## src/rtl/core/fmd_pkg.sv

```systemverilog
`timescale 1ns / 1ps
`default_nettype none

package fmd_pkg;

    localparam int LENGTH_BITS_DEFAULT = 16;
    localparam int TDATA_W = 40;
    localparam int TUSER_W = 4;

    localparam logic [7:0] SOH_BYTE   = 8'h01;
    localparam logic [7:0] CHAR_0     = 8'h30;
    localparam logic [7:0] CHAR_1     = 8'h31;
    localparam logic [7:0] CHAR_8     = 8'h38;
    localparam logic [7:0] CHAR_9     = 8'h39;
    localparam logic [7:0] CHAR_EQ    = 8'h3D;
    localparam logic [7:0] CHAR_F     = 8'h46;
    localparam logic [7:0] CHAR_I     = 8'h49;
    localparam logic [7:0] CHAR_X     = 8'h58;

    localparam logic [2:0] MARKER_LEN  = 3'd5;
    localparam logic [2:0] TAG_LEN     = 3'd3;
    localparam logic [2:0] TRAILER_END = 3'd6;

    // Sum of "8=FIX" modulo 256
    localparam logic [7:0] MARKER_SUM = CHAR_8 + CHAR_EQ + CHAR_F + CHAR_I + CHAR_X;

    localparam logic [7:0] MAX_LEN_RESET = 8'hFF;

    // Region tags
    localparam logic [2:0] RG_OUT   = 3'd0;
    localparam logic [2:0] RG_BEGIN = 3'd1;
    localparam logic [2:0] RG_LEN   = 3'd2;
    localparam logic [2:0] RG_BODY  = 3'd3;
    localparam logic [2:0] RG_TRAIL = 3'd4;

    // Status codes
    localparam logic [1:0] ST_BUSY = 2'd0;
    localparam logic [1:0] ST_GOOD = 2'd1;
    localparam logic [1:0] ST_BAD  = 2'd2;
    localparam logic [1:0] ST_FMT  = 2'd3;

    typedef enum logic [6:0] {
        PH_HUNT  = 7'b0000001,
        PH_BEGIN = 7'b0000010,
        PH_TAG   = 7'b0000100,
        PH_EQ    = 7'b0001000,
        PH_LEN   = 7'b0010000,
        PH_BODY  = 7'b0100000,
        PH_TRAIL = 7'b1000000
    } phase_t;

    typedef struct packed {
        logic [7:0]  out_byte;
        logic        start_flag;
        logic [2:0]  region;
        logic        end_flag;
        logic [1:0]  status;
        logic [15:0] msg_len;
        logic [7:0]  computed_sum;
    } result_t;

    function automatic logic [7:0] marker_char(input logic [2:0] idx);
        logic [7:0] c;
        case (idx)
            3'd0:    c = CHAR_8;
            3'd1:    c = CHAR_EQ;
            3'd2:    c = CHAR_F;
            3'd3:    c = CHAR_I;
            default: c = CHAR_X;
        endcase
        return c;
    endfunction

    function automatic logic [7:0] trailer_char(input logic [1:0] idx);
        logic [7:0] c;
        case (idx)
            2'd0:    c = CHAR_1;
            2'd1:    c = CHAR_0;
            default: c = CHAR_EQ;
        endcase
        return c;
    endfunction

endpackage

`default_nettype wire

```

## src/rtl/core/fmd_parser.sv

```systemverilog
`timescale 1ns / 1ps
`default_nettype none

module fmd_parser #(
    parameter int LENGTH_BITS = fmd_pkg::LENGTH_BITS_DEFAULT
) (
    input  wire logic            clk,
    input  wire logic            rst_n,
    input  wire logic            step,
    input  wire logic [7:0]      data_byte,
    input  wire logic [15:0]     max_body_length,
    output fmd_pkg::result_t     result
);
    import fmd_pkg::*;

    localparam int LW = LENGTH_BITS + 4;
    localparam int CW = (LW > 16) ? LW : 16;

    phase_t                 phase_reg, phase_next;
    logic [2:0]             marker_idx_reg, marker_idx_next;
    logic                   have_digit_reg, have_digit_next;
    logic [LENGTH_BITS-1:0] len_acc_reg, len_acc_next;
    logic [LENGTH_BITS-1:0] remain_reg, remain_next;
    logic [7:0]             sum_reg, sum_next;
    logic [2:0]             trail_idx_reg, trail_idx_next;
    logic [9:0]             rx_sum_reg, rx_sum_next;

    logic                   err;
    logic                   is_digit;
    logic [7:0]             sum_add;
    logic [2:0]             hunt_idx;
    logic [LW-1:0]          len_candidate;
    logic                   too_big;
    logic [LENGTH_BITS-1:0] remain_dec;
    logic [LENGTH_BITS+15:0] len_wide;

    // Helpers for the phase logic, some shared by several phases
    always_comb
    begin
        is_digit      = (data_byte >= CHAR_0) && (data_byte <= CHAR_9);
        sum_add       = sum_reg + data_byte;
        hunt_idx      = (marker_idx_reg >= MARKER_LEN) ? 3'd0 : marker_idx_reg;
        len_candidate = (LW'(len_acc_reg) << 3) + (LW'(len_acc_reg) << 1)
                        + LW'(data_byte[3:0]);
        too_big       = (CW'(len_candidate) > CW'(max_body_length))
                        || (len_candidate[LW-1:LENGTH_BITS] != '0);
        remain_dec    = (remain_reg == '0) ? '0 : remain_reg - 1'b1;
    end

    // Next state and result for the current byte
    always_comb
    begin
        phase_next      = phase_reg;
        marker_idx_next = marker_idx_reg;
        have_digit_next = have_digit_reg;
        len_acc_next    = len_acc_reg;
        remain_next     = remain_reg;
        sum_next        = sum_reg;
        trail_idx_next  = trail_idx_reg;
        rx_sum_next     = rx_sum_reg;
        err             = 1'b0;
        result          = '0;
        result.out_byte = data_byte;
        result.status   = ST_BUSY;
        result.region   = RG_OUT;

        unique case (phase_reg)
            PH_BEGIN:
            begin
                result.region = RG_BEGIN;
                sum_next      = sum_add;
                if (data_byte == SOH_BYTE)
                begin
                    phase_next = PH_TAG;
                end
            end
            PH_TAG:
            begin
                result.region = RG_LEN;
                sum_next      = sum_add;
                if (data_byte != CHAR_9)
                begin
                    err = 1'b1;
                end
                else
                begin
                    phase_next = PH_EQ;
                end
            end
            PH_EQ:
            begin
                result.region = RG_LEN;
                sum_next      = sum_add;
                if (data_byte != CHAR_EQ)
                begin
                    err = 1'b1;
                end
                else
                begin
                    phase_next      = PH_LEN;
                    len_acc_next    = '0;
                    have_digit_next = 1'b0;
                end
            end
            PH_LEN:
            begin
                result.region = RG_LEN;
                sum_next      = sum_add;
                if (data_byte == SOH_BYTE)
                begin
                    if (!have_digit_reg)
                    begin
                        err = 1'b1;
                    end
                    else
                    begin
                        have_digit_next = 1'b0;
                        remain_next     = len_acc_reg;
                        if (len_acc_reg == '0)
                        begin
                            phase_next     = PH_TRAIL;
                            trail_idx_next = '0;
                            rx_sum_next    = '0;
                        end
                        else
                        begin
                            phase_next = PH_BODY;
                        end
                    end
                end
                else if (is_digit && !too_big)
                begin
                    len_acc_next    = len_candidate[LENGTH_BITS-1:0];
                    have_digit_next = 1'b1;
                end
                else
                begin
                    err = 1'b1;
                end
            end
            PH_BODY:
            begin
                result.region = RG_BODY;
                sum_next      = sum_add;
                remain_next   = remain_dec;
                if (remain_dec == '0)
                begin
                    phase_next     = PH_TRAIL;
                    trail_idx_next = '0;
                    rx_sum_next    = '0;
                end
            end
            PH_TRAIL:
            begin
                result.region = RG_TRAIL;
                if (trail_idx_reg < TAG_LEN)
                begin
                    if (data_byte != trailer_char(trail_idx_reg[1:0]))
                    begin
                        err = 1'b1;
                    end
                    else
                    begin
                        trail_idx_next = trail_idx_reg + 3'd1;
                    end
                end
                else if (trail_idx_reg < TRAILER_END)
                begin
                    if (!is_digit)
                    begin
                        err = 1'b1;
                    end
                    else
                    begin
                        rx_sum_next    = (rx_sum_reg << 3) + (rx_sum_reg << 1)
                                         + 10'(data_byte[3:0]);
                        trail_idx_next = trail_idx_reg + 3'd1;
                    end
                end
                else
                begin
                    // closing byte, whatever its value
                    result.end_flag = 1'b1;
                    result.status   = (rx_sum_reg == 10'(sum_reg)) ? ST_GOOD : ST_BAD;
                    phase_next      = PH_HUNT;
                    marker_idx_next = '0;
                    trail_idx_next  = '0;
                end
            end
            default:
            begin
                // hunting; an unknown phase code hunts as well
                phase_next = PH_HUNT;
                if (data_byte == marker_char(hunt_idx))
                begin
                    if (hunt_idx == MARKER_LEN - 3'd1)
                    begin
                        result.start_flag = 1'b1;
                        result.region     = RG_BEGIN;
                        phase_next        = PH_BEGIN;
                        sum_next          = MARKER_SUM;
                        len_acc_next      = '0;
                        marker_idx_next   = '0;
                    end
                    else
                    begin
                        marker_idx_next = hunt_idx + 3'd1;
                    end
                end
                else
                begin
                    marker_idx_next = (data_byte == CHAR_8) ? 3'd1 : 3'd0;
                end
            end
        endcase

        // Format error: abort, an offending '8' starts a new marker
        if (err)
        begin
            result.end_flag = 1'b1;
            result.status   = ST_FMT;
            phase_next      = PH_HUNT;
            marker_idx_next = (data_byte == CHAR_8) ? 3'd1 : 3'd0;
            trail_idx_next  = '0;
        end

        len_wide = (LENGTH_BITS + 16)'(len_acc_next);
        if (result.end_flag)
        begin
            result.msg_len      = len_wide[15:0];
            result.computed_sum = sum_next;
        end
    end

    // State registers
    always_ff @(posedge clk or negedge rst_n)
    begin
        if (!rst_n)
        begin
            phase_reg      <= PH_HUNT;
            marker_idx_reg <= '0;
            have_digit_reg <= 1'b0;
            len_acc_reg    <= '0;
            remain_reg     <= '0;
            sum_reg        <= '0;
            trail_idx_reg  <= '0;
            rx_sum_reg     <= '0;
        end
        else if (step)
        begin
            phase_reg      <= phase_next;
            marker_idx_reg <= marker_idx_next;
            have_digit_reg <= have_digit_next;
            len_acc_reg    <= len_acc_next;
            remain_reg     <= remain_next;
            sum_reg        <= sum_next;
            trail_idx_reg  <= trail_idx_next;
            rx_sum_reg     <= rx_sum_next;
        end
    end

endmodule

`default_nettype wire

```

## src/rtl/core/fix_message_deframer.sv

```systemverilog
// FIX message deframer. Takes one stream byte per clock unless stalled and
// returns one tagged item per byte: the byte, its message region, a start
// flag on the byte completing "8=FIX", and on the last trailer byte (or a
// byte that breaks the format) tlast with the status, the parsed body length
// and the byte sum modulo 256 of everything before "10=". Throughput is one
// item every cycle while the output is not held; a byte passes the input
// register, then the parser state update into the output register. The input
// stalls once its register is full and the output is held. max_body_length
// (reset 65535) is written through the cfg channel, always ready; the user
// must write it only while no item is in flight, the block does not enforce it.
`timescale 1ns / 1ps
`default_nettype none

module fix_message_deframer #(
    parameter int LENGTH_BITS = fmd_pkg::LENGTH_BITS_DEFAULT
) (
    input  wire logic                        clk,
    input  wire logic                        rst_n,
    // input bytes
    input  wire logic                        s_tvalid,
    output logic                             s_tready,
    input  wire logic [7:0]                  s_tdata,   // [7:0] data_byte
    // tagged output items
    output logic                             m_tvalid,
    input  wire logic                        m_tready,
    // [7:0] out_byte, [9:8] status, [25:10] msg_len, [33:26] computed_sum
    output logic [fmd_pkg::TDATA_W-1:0]      m_tdata,
    output logic [fmd_pkg::TUSER_W-1:0]      m_tuser,   // [0] start_flag, [3:1] region
    output logic                             m_tlast,   // end_flag
    // configuration
    input  wire logic                        cfg_valid,
    output logic                             cfg_ready,
    input  wire logic [15:0]                 cfg_data   // max_body_length
);
    import fmd_pkg::*;

    logic        in_valid_reg;
    logic [7:0]  in_byte_reg;
    logic        out_valid_reg;
    result_t     out_reg;
    logic [15:0] max_len_reg;
    logic        advance;
    logic        step;
    result_t     result;

    // Both registers move when the output is free; the input register also loads while empty
    assign advance   = !out_valid_reg || m_tready;
    assign s_tready  = !in_valid_reg || advance;
    assign step      = in_valid_reg && advance;
    assign cfg_ready = 1'b1;

    // Configuration register
    always_ff @(posedge clk or negedge rst_n)
    begin
        if (!rst_n)
        begin
            max_len_reg <= {MAX_LEN_RESET, MAX_LEN_RESET};
        end
        else if (cfg_valid)
        begin
            max_len_reg <= cfg_data;
        end
    end

    // Valid bits
    always_ff @(posedge clk or negedge rst_n)
    begin
        if (!rst_n)
        begin
            in_valid_reg  <= 1'b0;
            out_valid_reg <= 1'b0;
        end
        else
        begin
            if (s_tready)
            begin
                in_valid_reg <= s_tvalid;
            end
            if (advance)
            begin
                out_valid_reg <= in_valid_reg;
            end
        end
    end

    // Payload registers
    always_ff @(posedge clk)
    begin
        if (s_tvalid && s_tready)
        begin
            in_byte_reg <= s_tdata;
        end
        if (step)
        begin
            out_reg <= result;
        end
    end

    fmd_parser #(
        .LENGTH_BITS (LENGTH_BITS)
    ) u_parser (
        .clk             (clk),
        .rst_n           (rst_n),
        .step            (step),
        .data_byte       (in_byte_reg),
        .max_body_length (max_len_reg),
        .result          (result)
    );

    // Output packing
    assign m_tvalid = out_valid_reg;
    assign m_tlast  = out_reg.end_flag;
    assign m_tuser  = {out_reg.region, out_reg.start_flag};
    assign m_tdata  = TDATA_W'({out_reg.computed_sum, out_reg.msg_len,
                                out_reg.status, out_reg.out_byte});

endmodule

`default_nettype wire

```

## config.mk

```make
export PLATFORM = sky130hd
export DESIGN_NAME = fix_message_deframer
export DESIGN_NICKNAME = d
export VERILOG_FILES = /design/src/rtl/core/fmd_pkg.sv /design/src/rtl/core/fmd_parser.sv /design/src/rtl/core/fix_message_deframer.sv
export SDC_FILE = /design/constraint.sdc
export NUM_CORES = 1
export LEC_CHECK = 0
export BUFFER_PORTS_ARGS = -buffer_cell sky130_fd_sc_hd__buf_2
export CAP_MARGIN = 40
export CELL_PAD_IN_SITES_DETAIL_PLACEMENT = 0
export CELL_PAD_IN_SITES_GLOBAL_PLACEMENT = 1
export CORE_ASPECT_RATIO = 1.25
export CORE_MARGIN = 2
export CORE_UTILIZATION = 47
export CTS_CLUSTER_SIZE = 25
export DETAILED_ROUTE_END_ITERATION = 7
export GPL_TIMING_DRIVEN = 1
export PLACE_DENSITY_LB_ADDON = 0.1
export REMOVE_ABC_BUFFERS = 1
export SKIP_LAST_GASP = 1
export SYNTH_ARGS = -nofsm -noshare
export SYNTH_HDL_FRONTEND = slang
export SYNTH_SLANG_ARGS = --single-unit
```

## constraint.sdc

```tcl
create_clock -name clk -period 5.65 [get_ports clk]
set_input_delay 0 -clock clk [delete_from_list [all_inputs] [get_ports clk]]
set_output_delay 0 -clock clk [all_outputs]
set_load 0.01 [all_outputs]
```

==> results.yml, run 1 <==
critical_path:
  worstSetupPathType: "reg -> reg"
  r2r_setup_slack_ps: 580
  start_kind: "register"
  worstPathMaxFanout: 19
  crit_arrival_ps: 5220
  r2r-end: "m_tdata[13]$_SDFFCE_PN0P_"
  regToRegStartpoint: "in_byte_reg[3]$_DFFE_PP_"
  path_cells: "fa_1, fa_1, a211o_1, nand2_1, a21o_1, o21a_1, o21ai_0, xor2_1, ha_1, a211oi_1, o21bai_1, o41ai_1, o211a_1, nand3_1, buf_4, a211oi_4, buf_4, a31oi_1"
  end_kind: "register"
  cp.required_ps: 5800
  slowest_stage: "fa_1"
  reg2regPathDepth: 18
  cpPeakStageDelay_ps: 540
worst_hold_path:
  hold_path_depth: 3
  hold_start: "cfg_valid"
  hp-class: "in -> reg"
  holdPathEnd: "max_len_reg[4]$_DFFE_PN1P_"
yosys:
  ys_warn_count: 0
  syn_avg_cell_area_sq_um: 9.606
  syn_inst: 909
  synthFlopType: "dfrtp_1"
  synth_edf_count: 47
  synthArstFlopShare_pct: 63.57
  ys_seq_area_share_pct: 39.91
  ys_ff_latch: 129
  ys_types: 77
  syn_area_sq_mm: 0.008732
pwr:
  power_density_mw_per_mm2: 232.4
  leakage_nw: 4.625
  ir_drop_mv: 0.1818
clocking:
  cts_resized: 0
  clock_sinks: 129
  cts_tree: "built"
  htree_levels: 4
  cts_hold_buf: 38
  cts-buffers-inserted: 17
  post-cts-setup-buffers: 0
  path_clk_slew_ps: 60
  clk_latency_ps: 420
  clock_path_buffers: 2
  cts_root_buf: "clkbuf_16"
die:
  die-area_sq_mm: 0.01969
  initial_core_util_pct: 48.06
  core-area_sq_mm: 0.01817
  dieWidth_microns: 125.9
  num_rows: 55
  num_io_pins: 77
  fp.dieH_microns: 156.4
run_status:
  status: "finished clean"
timing:
  whs_ps: 2.991
  period_share_pct: 89.71
  slew_viol_final: 0
  period_needed_ps: 5069
  setup_violations: 0
  rsz0062_at_grt: "no"
  tightest_slew_ps: 907.1
  setup_ws_ps: 581.4
  fmax_mhz: 197.3
  final-hold-violation-count: 0
  slew_headroom_pct: 39.07
  setup_tns_ps: 0
  clock_skew_ps: 7.225
global_route:
  antenna_found_initial: 0
  grt-ovfl-total: 0
  first_global_vias: 7523
  grt_pass1_wl_mm: 39.41
  groute.usage.overall_pct: 25.43
  grt_max_degree: 54
placement:
  dp_hpwl_mm: 17.67
  io_buffers: 69
  placed_area_sq_mm: 0.009341
  place.gp.congestion: 0.9092
  dpl_worst_slack_ps: 583.9
drt:
  routed_wl_mm: 24.43
  drtPass1Iterations: 5
  viasPerCell: 5.889
  wire_per_inst_microns: 19.42
  drtIter0Drc: 463
  drc: 0
  num_vias: 7408
  postRouteAntennaNets: 0
layout:
  antennaDiodeCount: 0
  area_growth_pct: 18.28
  final_nets: 1128
  layout_commonest_cell: "ha_1"
  postLayoutCoreUtil_pct: 56.85
  stdcell_area_sq_mm: 0.01033
  largest_reg_flops: 34
  final_layout_size_suffix_gt1_share_pct: 16.99
  final_cell_mix: "ha_1 (77), nand2_1 (76), o21ai_0 (69), buf_2 (68), dfrtp_1 (65)"
job:
  maxCapViolations: 0
area by class of cell:
cell class / instances / area (sq um)
clock inverter: 15 / 181.4
clock buffer: 17 / 425.4
multi-input combinational: 695 / 4890
fill: 1648 / 7839
tap: 228 / 285.3
timing repair buffer: 126 / 882.1
inverter: 48 / 180.2
sequential: 129 / 3485
layer usage:
| layer | routed length, microns | GRT usage (%) | vias to the layer above |
|---|---|---|---|
| li1 | - | - | 3566 |
| met5 | 0 | 0 | - |
| met2 | 12800 | 45.55 | 182 |
| met3 | 808 | 4.000 | 52 |
| met4 | 746 | 11.04 | 0 |
| met1 | 10080 | 30.15 | 3608 |
through the flow:
stage / cells / total power, mW
detailed placement: 1188 / 1.235
finish: 1258 / 2.400
global route: 1258 / 2.479
floorplan: 872 / 1.149
CTS: 1258 / 2.416
global placement: 1186 / 1.229
synth_stat cells, types with 4 or more instances:
master	count	share of area (%)
edfxtp_1	47	16
a2bb2oi_1	4	0.40
nand4_1	9	0.64
xor2_1	17	1.7
a22o_1	18	1.8
nor2b_1	13	0.93
mux2i_1	7	0.80
and2_1	5	0.36
nor3b_1	4	0.34
inv_1	47	2.0
xnor2_1	25	2.5
or2_2	6	0.43
a211o_1	6	0.60
clkbuf_1	31	1.3
a211oi_1	6	0.52
dfrtp_1	65	19
a21o_1	12	1.0
a31oi_1	18	1.3
ha_1	77	11
buf_4	8	0.69
a32oi_1	4	0.40
nand2b_1	7	0.50
nor2_1	63	2.7
o22ai_1	7	0.50
nand3_1	41	2.3
o21a_1	9	0.77
o32a_1	5	0.57
nor4_1	15	1.1
fa_1	5	1.1
dfstp_2	17	5.1
and4_1	4	0.40
or3_1	6	0.43
nand3b_1	4	0.34
mux2_2	17	2.2
nor3_1	16	0.92
o21ai_0	69	4.0
and3_1	4	0.29
nand2_1	76	3.3
a21oi_1	54	3.1
worst max-delay path: cells and delay by family (launching register included):
family / cells / cell delay [ps]
flip-flops: 1 / 420
adder cells (fa/ha/maj): 3 / 1260
AND/OR/NAND/NOR: 2 / 240
XOR/XNOR: 1 / 190
buffers and inverters: 2 / 530
AO/OA/AOI/OAI: 10 / 2160
how the worst max path moves through the flow:
stage                                   from                         to  slack [ps]  cells after the start
detailed placement  in_byte_reg[3]$_DFFE_PP_  m_tdata[13]$_SDFFCE_PN0P_         580                     18
global placement    in_byte_reg[3]$_DFFE_PP_  m_tdata[19]$_SDFFCE_PN0P_         640                     18
floorplan           in_byte_reg[3]$_DFFE_PP_  m_tdata[33]$_SDFFCE_PN0P_         180                     16
global route        in_byte_reg[3]$_DFFE_PP_  m_tdata[13]$_SDFFCE_PN0P_         100                     19
finish              in_byte_reg[3]$_DFFE_PP_  m_tdata[13]$_SDFFCE_PN0P_         580                     18
CTS                 in_byte_reg[3]$_DFFE_PP_  m_tdata[13]$_SDFFCE_PN0P_         570                     18
power breakdown:
| part | internal, mW | leakage [nW] | switching (mW) |
|---|---|---|---|
| logic | 0.0816 | 2.83 | 0.122 |
| clock network | 0.699 | 0.290 | 0.463 |
| registers | 1.02 | 1.50 | 0.0181 |
logic make-up (layout without fill, tap and decap cells):
logic type	Yosys count	after routing	share of synthesized area [%]
simple gates	290	290	17.28
xor+xnor	42	42	4.213
compound gates	250	250	18.94
flops	129	129	39.91
buf+inv	90	206	4.399
other cells	2	7	0.08600
fa+ha+maj	82	82	12.18
mux	24	24	2.995
No activity file was read; power rests on OpenSTA's default activity.
==> inputs of run 2 (changes only) <==
- BUFFER_PORTS_ARGS: -buffer_cell sky130_fd_sc_hd__buf_2 -> -buffer_cell sky130_fd_sc_hd__buf_4
==> run 2 against run 1 <==
  * Clock skew rose by 2.7 ps
  * Utilization rose by 1.9 points
  * First-iteration DRC count fell by 4.5%
  * Non-clock buffer count rose by 17
  * Largest power group unchanged
==> results.yml, run 2 (same netlist as run 1, synthesis figures left out) <==
timing:
  slew_headroom_pct: 35.12
  setup_violations: 0
  final-hold-violation-count: 0
  setup_tns_ps: 0
  setup_ws_ps: 482.0
  clock_skew_ps: 9.927
  whs_ps: 57.15
  rsz0062_at_grt: "no"
  fmax_mhz: 193.5
  tightest_slew_ps: 960.2
  period_needed_ps: 5168
  period_share_pct: 91.47
  slew_viol_final: 0
placement:
  io_buffers: 69
  dpl_worst_slack_ps: 498.7
  dp_hpwl_mm: 17.59
  dp_cells: 1185
  place.gp.congestion: 0.9055
  placed_area_sq_mm: 0.009482
layout:
  layout_commonest_cell: "buf_4"
  postLayoutCoreUtil_pct: 58.73
  area_growth_pct: 22.19
  final_nets: 1145
  final_cell_mix: "buf_4 (84), ha_1 (77), nand2_1 (76), o21ai_0 (69), dfrtp_1 (65)"
  final_layout_size_suffix_gt1_share_pct: 16.43
  antennaDiodeCount: 0
  stdcell_area_sq_mm: 0.01067
  largest_reg_flops: 34
  fin_cells: 1275
critical_path:
  worstSetupPathType: "reg -> reg"
  cp.required_ps: 5950
  worstPathMaxFanout: 16
  critPathBufInv: 0
  cpPeakStageDelay_ps: 600
  r2r_setup_slack_ps: 480
  start_kind: "register"
  path_cells: "fa_1, fa_1, a211o_1, nand2_1, a21o_1, o21a_1, o21ai_0, xor2_1, ha_1, o21ai_0, o21bai_1, o41ai_1, o211a_1, nand3_1, a211o_1, a22o_1"
  end_kind: "register"
  slowest_stage: "a211o_1"
  critPathTopFamily: "compound AO/OA/AOI/OAI gates"
  crit_arrival_ps: 5470
drt:
  viasPerCell: 5.978
  num_vias: 7622
  drc: 0
  postRouteAntennaNets: 0
  drtIter0Drc: 442
  routed_wl_mm: 24.34
  wire_per_inst_microns: 19.09
  drtPass1Iterations: 6
pwr:
  pwr-share-seq_pct: 42.9
  power_frac_clock_pct: 47.5
  swShare_pct: 24.54
  fin_total_pwr_mw: 2.417
  power.switching_mw: 0.5932
  p_int_mw: 1.824
  leakage_nw: 4.730
  pwr-share-comb_pct: 9.6
  power_density_mw_per_mm2: 226.5
  ir_drop_mv: 0.2186
job:
  maxCapViolations: 0
clocking:
  cts-buffers-inserted: 17
  clk_latency_ps: 430
  cts_tree: "built"
  path_clk_slew_ps: 60
  cts_hold_buf: 58
  cts_resized: 0
  htree_levels: 4
  cts_root_buf: "clkbuf_16"
  clock_sinks: 129
  clock_path_buffers: 2
  post-cts-setup-buffers: 0
die:
  core-area_sq_mm: 0.01817
  initial_core_util_pct: 48.06
  die-area_sq_mm: 0.01969
  dieWidth_microns: 125.9
  fp.dieH_microns: 156.4
  num_io_pins: 77
  num_rows: 55
global_route:
  grt_max_degree: 55
  groute.usage.overall_pct: 25.53
  grt_pass1_wl_mm: 39.94
  first_global_vias: 7776
  grt-ovfl-total: 0
  antenna_found_initial: 0
worst_hold_path:
  hp-class: "in -> async"
run_status:
  status: "finished clean"
## run 2: cell types whose count changed in the layout (fill, tap and decap cells not counted), sizes merged
cell	delta
buf	-3
clkinv	-3
clkinvlp	+3
dlygate4sd3	+20
## run 2: final timing paths
kind	from	end	depth (start not counted)
worst max-delay path	u_parser.len_acc_reg[0]$_DFFE_PN0P_	u_parser.len_acc_reg[14]$_DFFE_PN0P_	16
worst min-delay path	rst_n	in_valid_reg$_DFFE_PN0N_	2
worst max register to register	u_parser.len_acc_reg[0]$_DFFE_PN0P_	u_parser.len_acc_reg[14]$_DFFE_PN0P_	16
worst min register to register	u_parser.have_digit_reg$_DFFE_PN0P_	u_parser.have_digit_reg$_DFFE_PN0P_	1
max in group asynchronous	rst_n	u_parser.rx_sum_reg[1]$_DFFE_PN0P_	3
min in group clk	cfg_valid	max_len_reg[0]$_DFFE_PN1P_	2
## run 2: cell type report
cell class                      instances  area (sq um)
Clock buffer                           17         425.4
Clock inverter                         15         182.7
Fill cell                            1614          7497
Inverter                               48         180.2
Multi-Input combinational cell        695          4890
Sequential cell                       129          3485
Tap cell                              228         285.3
Timing Repair Buffer                  143          1222
## run 2: per-layer routing
metal  wire length, microns  up-vias  track usage, %
met4                    578        0           9.210
met2                  12830      204           46.36
met1                  10050     3756           30.19
met3                    870       50           4.479
li1                       -     3612               -
met5                      0        -               0
## run 2: power groups by stage
stage / combinational, mW / sequential, mW / clock (mW)
6_report: 0.233 / 1.04 / 1.15
5_1_grt: 0.259 / 1.04 / 1.21
4_1_cts: 0.233 / 1.04 / 1.17
3_5_place_dp: 0.194 / 1.05 / 0
3_3_place_gp: 0.190 / 1.05 / 0
2_1_floorplan: 0.0902 / 1.06 / 0
==> inputs of run 3 (changes only) <==
--- a/config.mk
+++ b/config.mk
@@ -12,5 +12,5 @@
 export CORE_ASPECT_RATIO = 1.25
 export CORE_MARGIN = 2
-export CORE_UTILIZATION = 47
+export CORE_UTILIZATION = 41
 export CTS_CLUSTER_SIZE = 25
 export DETAILED_ROUTE_END_ITERATION = 7
==> constraint.sdc (replaced) <==
create_clock -name clk -period 5.65 [get_ports clk]
set_input_delay 0 -clock clk [delete_from_list [all_inputs] [get_ports clk]]
set_output_delay 0 -clock clk [all_outputs]
set_load 0.05 [all_outputs]
==> run 3 against run 2 <==
  * Hold slack got worse by 2.4 ps
  * Combinational power grew 27%
  * Sequential share of layout area is 0.22 points lower
  * Largest cell class unchanged
  * Highest routed layer unchanged
==> results.yml, run 3 (same netlist as run 1, synthesis figures left out) <==
pwr:
  pwr-share-seq_pct: 41.9
  power.switching_mw: 0.6532
  pwr-share-comb_pct: 12.0
  fin_total_pwr_mw: 2.476
  ir_drop_mv: 0.2047
  leakage_nw: 4.755
  swShare_pct: 26.38
  power_frac_clock_pct: 46.1
  power_density_mw_per_mm2: 230.5
  p_int_mw: 1.823
drt:
  drtIter0Drc: 434
  wire_per_inst_microns: 18.35
  postRouteAntennaNets: 0
  viasPerCell: 5.564
  drc: 0
  routed_wl_mm: 24.30
  drtPass1Iterations: 5
  num_vias: 7367
timing:
  clock_skew_ps: 6.120
  tightest_slew_ps: 769.8
  period_share_pct: 91.22
  rsz0062_at_grt: "no"
  setup_tns_ps: 0
  setup_violations: 0
  slew_viol_final: 0
  slew_headroom_pct: 48.03
  final-hold-violation-count: 0
  fmax_mhz: 194.0
  period_needed_ps: 5154
clocking:
  path_clk_slew_ps: 60
  htree_levels: 4
  clk_latency_ps: 430
  post-cts-setup-buffers: 0
  cts_tree: "built"
  cts-buffers-inserted: 17
  cts_root_buf: "clkbuf_16"
  clock_sinks: 129
  clock_path_buffers: 2
placement:
  dp_hpwl_mm: 17.32
  place.gp.congestion: 0.8357
  io_buffers: 69
critical_path:
  end_kind: "register"
  worstPathMaxFanout: 16
  path_cells: "fa_1, ha_1, a21oi_1, nor2_1, or2_2, a31oi_1, o21ai_0, xor2_1, ha_1, nand4_1, nor2_1, a21boi_0, o41ai_1, o211a_1, nand3_1, a211o_1, a22o_1"
  cp.required_ps: 5960
  worstSetupPathType: "reg -> reg"
  cpPeakStageDelay_ps: 580
  crit_arrival_ps: 5460
  start_kind: "register"
  slowest_stage: "a211o_1"
layout:
  antennaDiodeCount: 0
  largest_reg_flops: 34
  area_growth_pct: 23.03
  layout_commonest_cell: "buf_4"
  final_cell_mix: "buf_4 (85), ha_1 (77), nand2_1 (76), o21ai_0 (69), dfrtp_1 (65)"
  final_nets: 1148
  final_layout_size_suffix_gt1_share_pct: 16.48
die:
  core-area_sq_mm: 0.02089
  num_io_pins: 77
  fp.dieH_microns: 167.2
  dieWidth_microns: 134.5
  initial_core_util_pct: 41.80
  num_rows: 59
  die-area_sq_mm: 0.02249
global_route:
  antenna_found_initial: 0
  grt-ovfl-total: 0
  groute.usage.overall_pct: 22.12
  grt_pass1_wl_mm: 38.96
  first_global_vias: 7290
  grt_max_degree: 49
run_status:
  status: "finished clean"
worst_hold_path:
  hp-class: "in -> reg"
job:
  maxCapViolations: 0
-- run 3: changes by cell type in the layout (fill, tap and decap cells not counted), sizes merged --
| cell | change |
|---|---|
| buf | +3 |
| clkbuf | +2 |
| clkinv | +5 |
| clkinvlp | -4 |
| inv | -3 |
-- run 3: path summary, 6_finish.rpt --
path / slack (ps) / startpoint / endpoint / depth (start not counted)
setup / recovery: 500 / in_byte_reg[3]$_DFFE_PP_ / u_parser.len_acc_reg[2]$_DFFE_PN0P_ / 17
hold / removal: 50 / cfg_valid / max_len_reg[0]$_DFFE_PN1P_ / 2
setup reg to reg: 500 / in_byte_reg[3]$_DFFE_PP_ / u_parser.len_acc_reg[2]$_DFFE_PN0P_ / 17
hold reg to reg: 520 / in_valid_reg$_DFFE_PN0N_ / m_tvalid$_DFFE_PN0P_ / 1
max in group asynchronous: 4500 / rst_n / u_parser.sum_reg[4]$_DFFE_PN0P_ / 3
min in group asynchronous: 90 / rst_n / m_tvalid$_DFFE_PN0P_ / 2
-- run 3: layout make-up --
cell class	count	area, sq um
inverter	48	180.2
fill	1942	10150
sequential	129	3485
multi-input combinational	695	4890
tap	274	342.8
clock buffer	19	432.9
clock inverter	13	162.7
timing repair buffer	146	1250
-- run 3: what timing repair did --
item | in CTS | in global routing
hold buffers | 58 | 0
endpoints found under the hold margin | 60 | 0
resized for setup | 0 | 0
-- run 3: critical path, delay by kind of cell, from the launching register on --
family                     cells  cell delay (ps)
and+or+nand+nor                5              810
DFF                            1              430
AOI/OAI and AO/OA              8             2140
xor gates and xnor gates       1              410
adders and majority gates      3             1220
-- run 3: stage by stage --
stage | setup slack [ps] | area, sq um | cells | utilization, % | hold slack, ps
2_1_floorplan | 178.5 | 8547 | 872 | - | -295.6
3_3_place_gp | 532.7 | 9535 | 1231 | 45.64 | 0.2758
3_5_place_dp | 508.2 | 9567 | 1234 | 45.79 | 4.661
4_1_cts | 489.9 | 10740 | 1324 | 51.42 | 48.20
5_1_grt | 113.3 | 10740 | 1324 | 51.42 | 71.52
6_report | 496.1 | 10740 | 1324 | 51.42 | 54.74
-- run 3: power groups by stage --
stage	Clock [mW]	Combinational, mW	Sequential [mW]
after floorplan	0	0.100	1.11
after global placement	0	0.258	1.06
after detailed placement	0	0.259	1.06
after CTS	1.16	0.297	1.04
after global routing	1.19	0.321	1.04
final	1.14	0.296	1.04
-- run 3: routing by layer --
layer	vias up	GRT usage [%]	wire length, microns
met2	166	38.86	12350
li1	3613	-	-
met5	-	0	0
met3	41	3.936	852
met1	3547	27.16	10450
met4	0	7.689	646
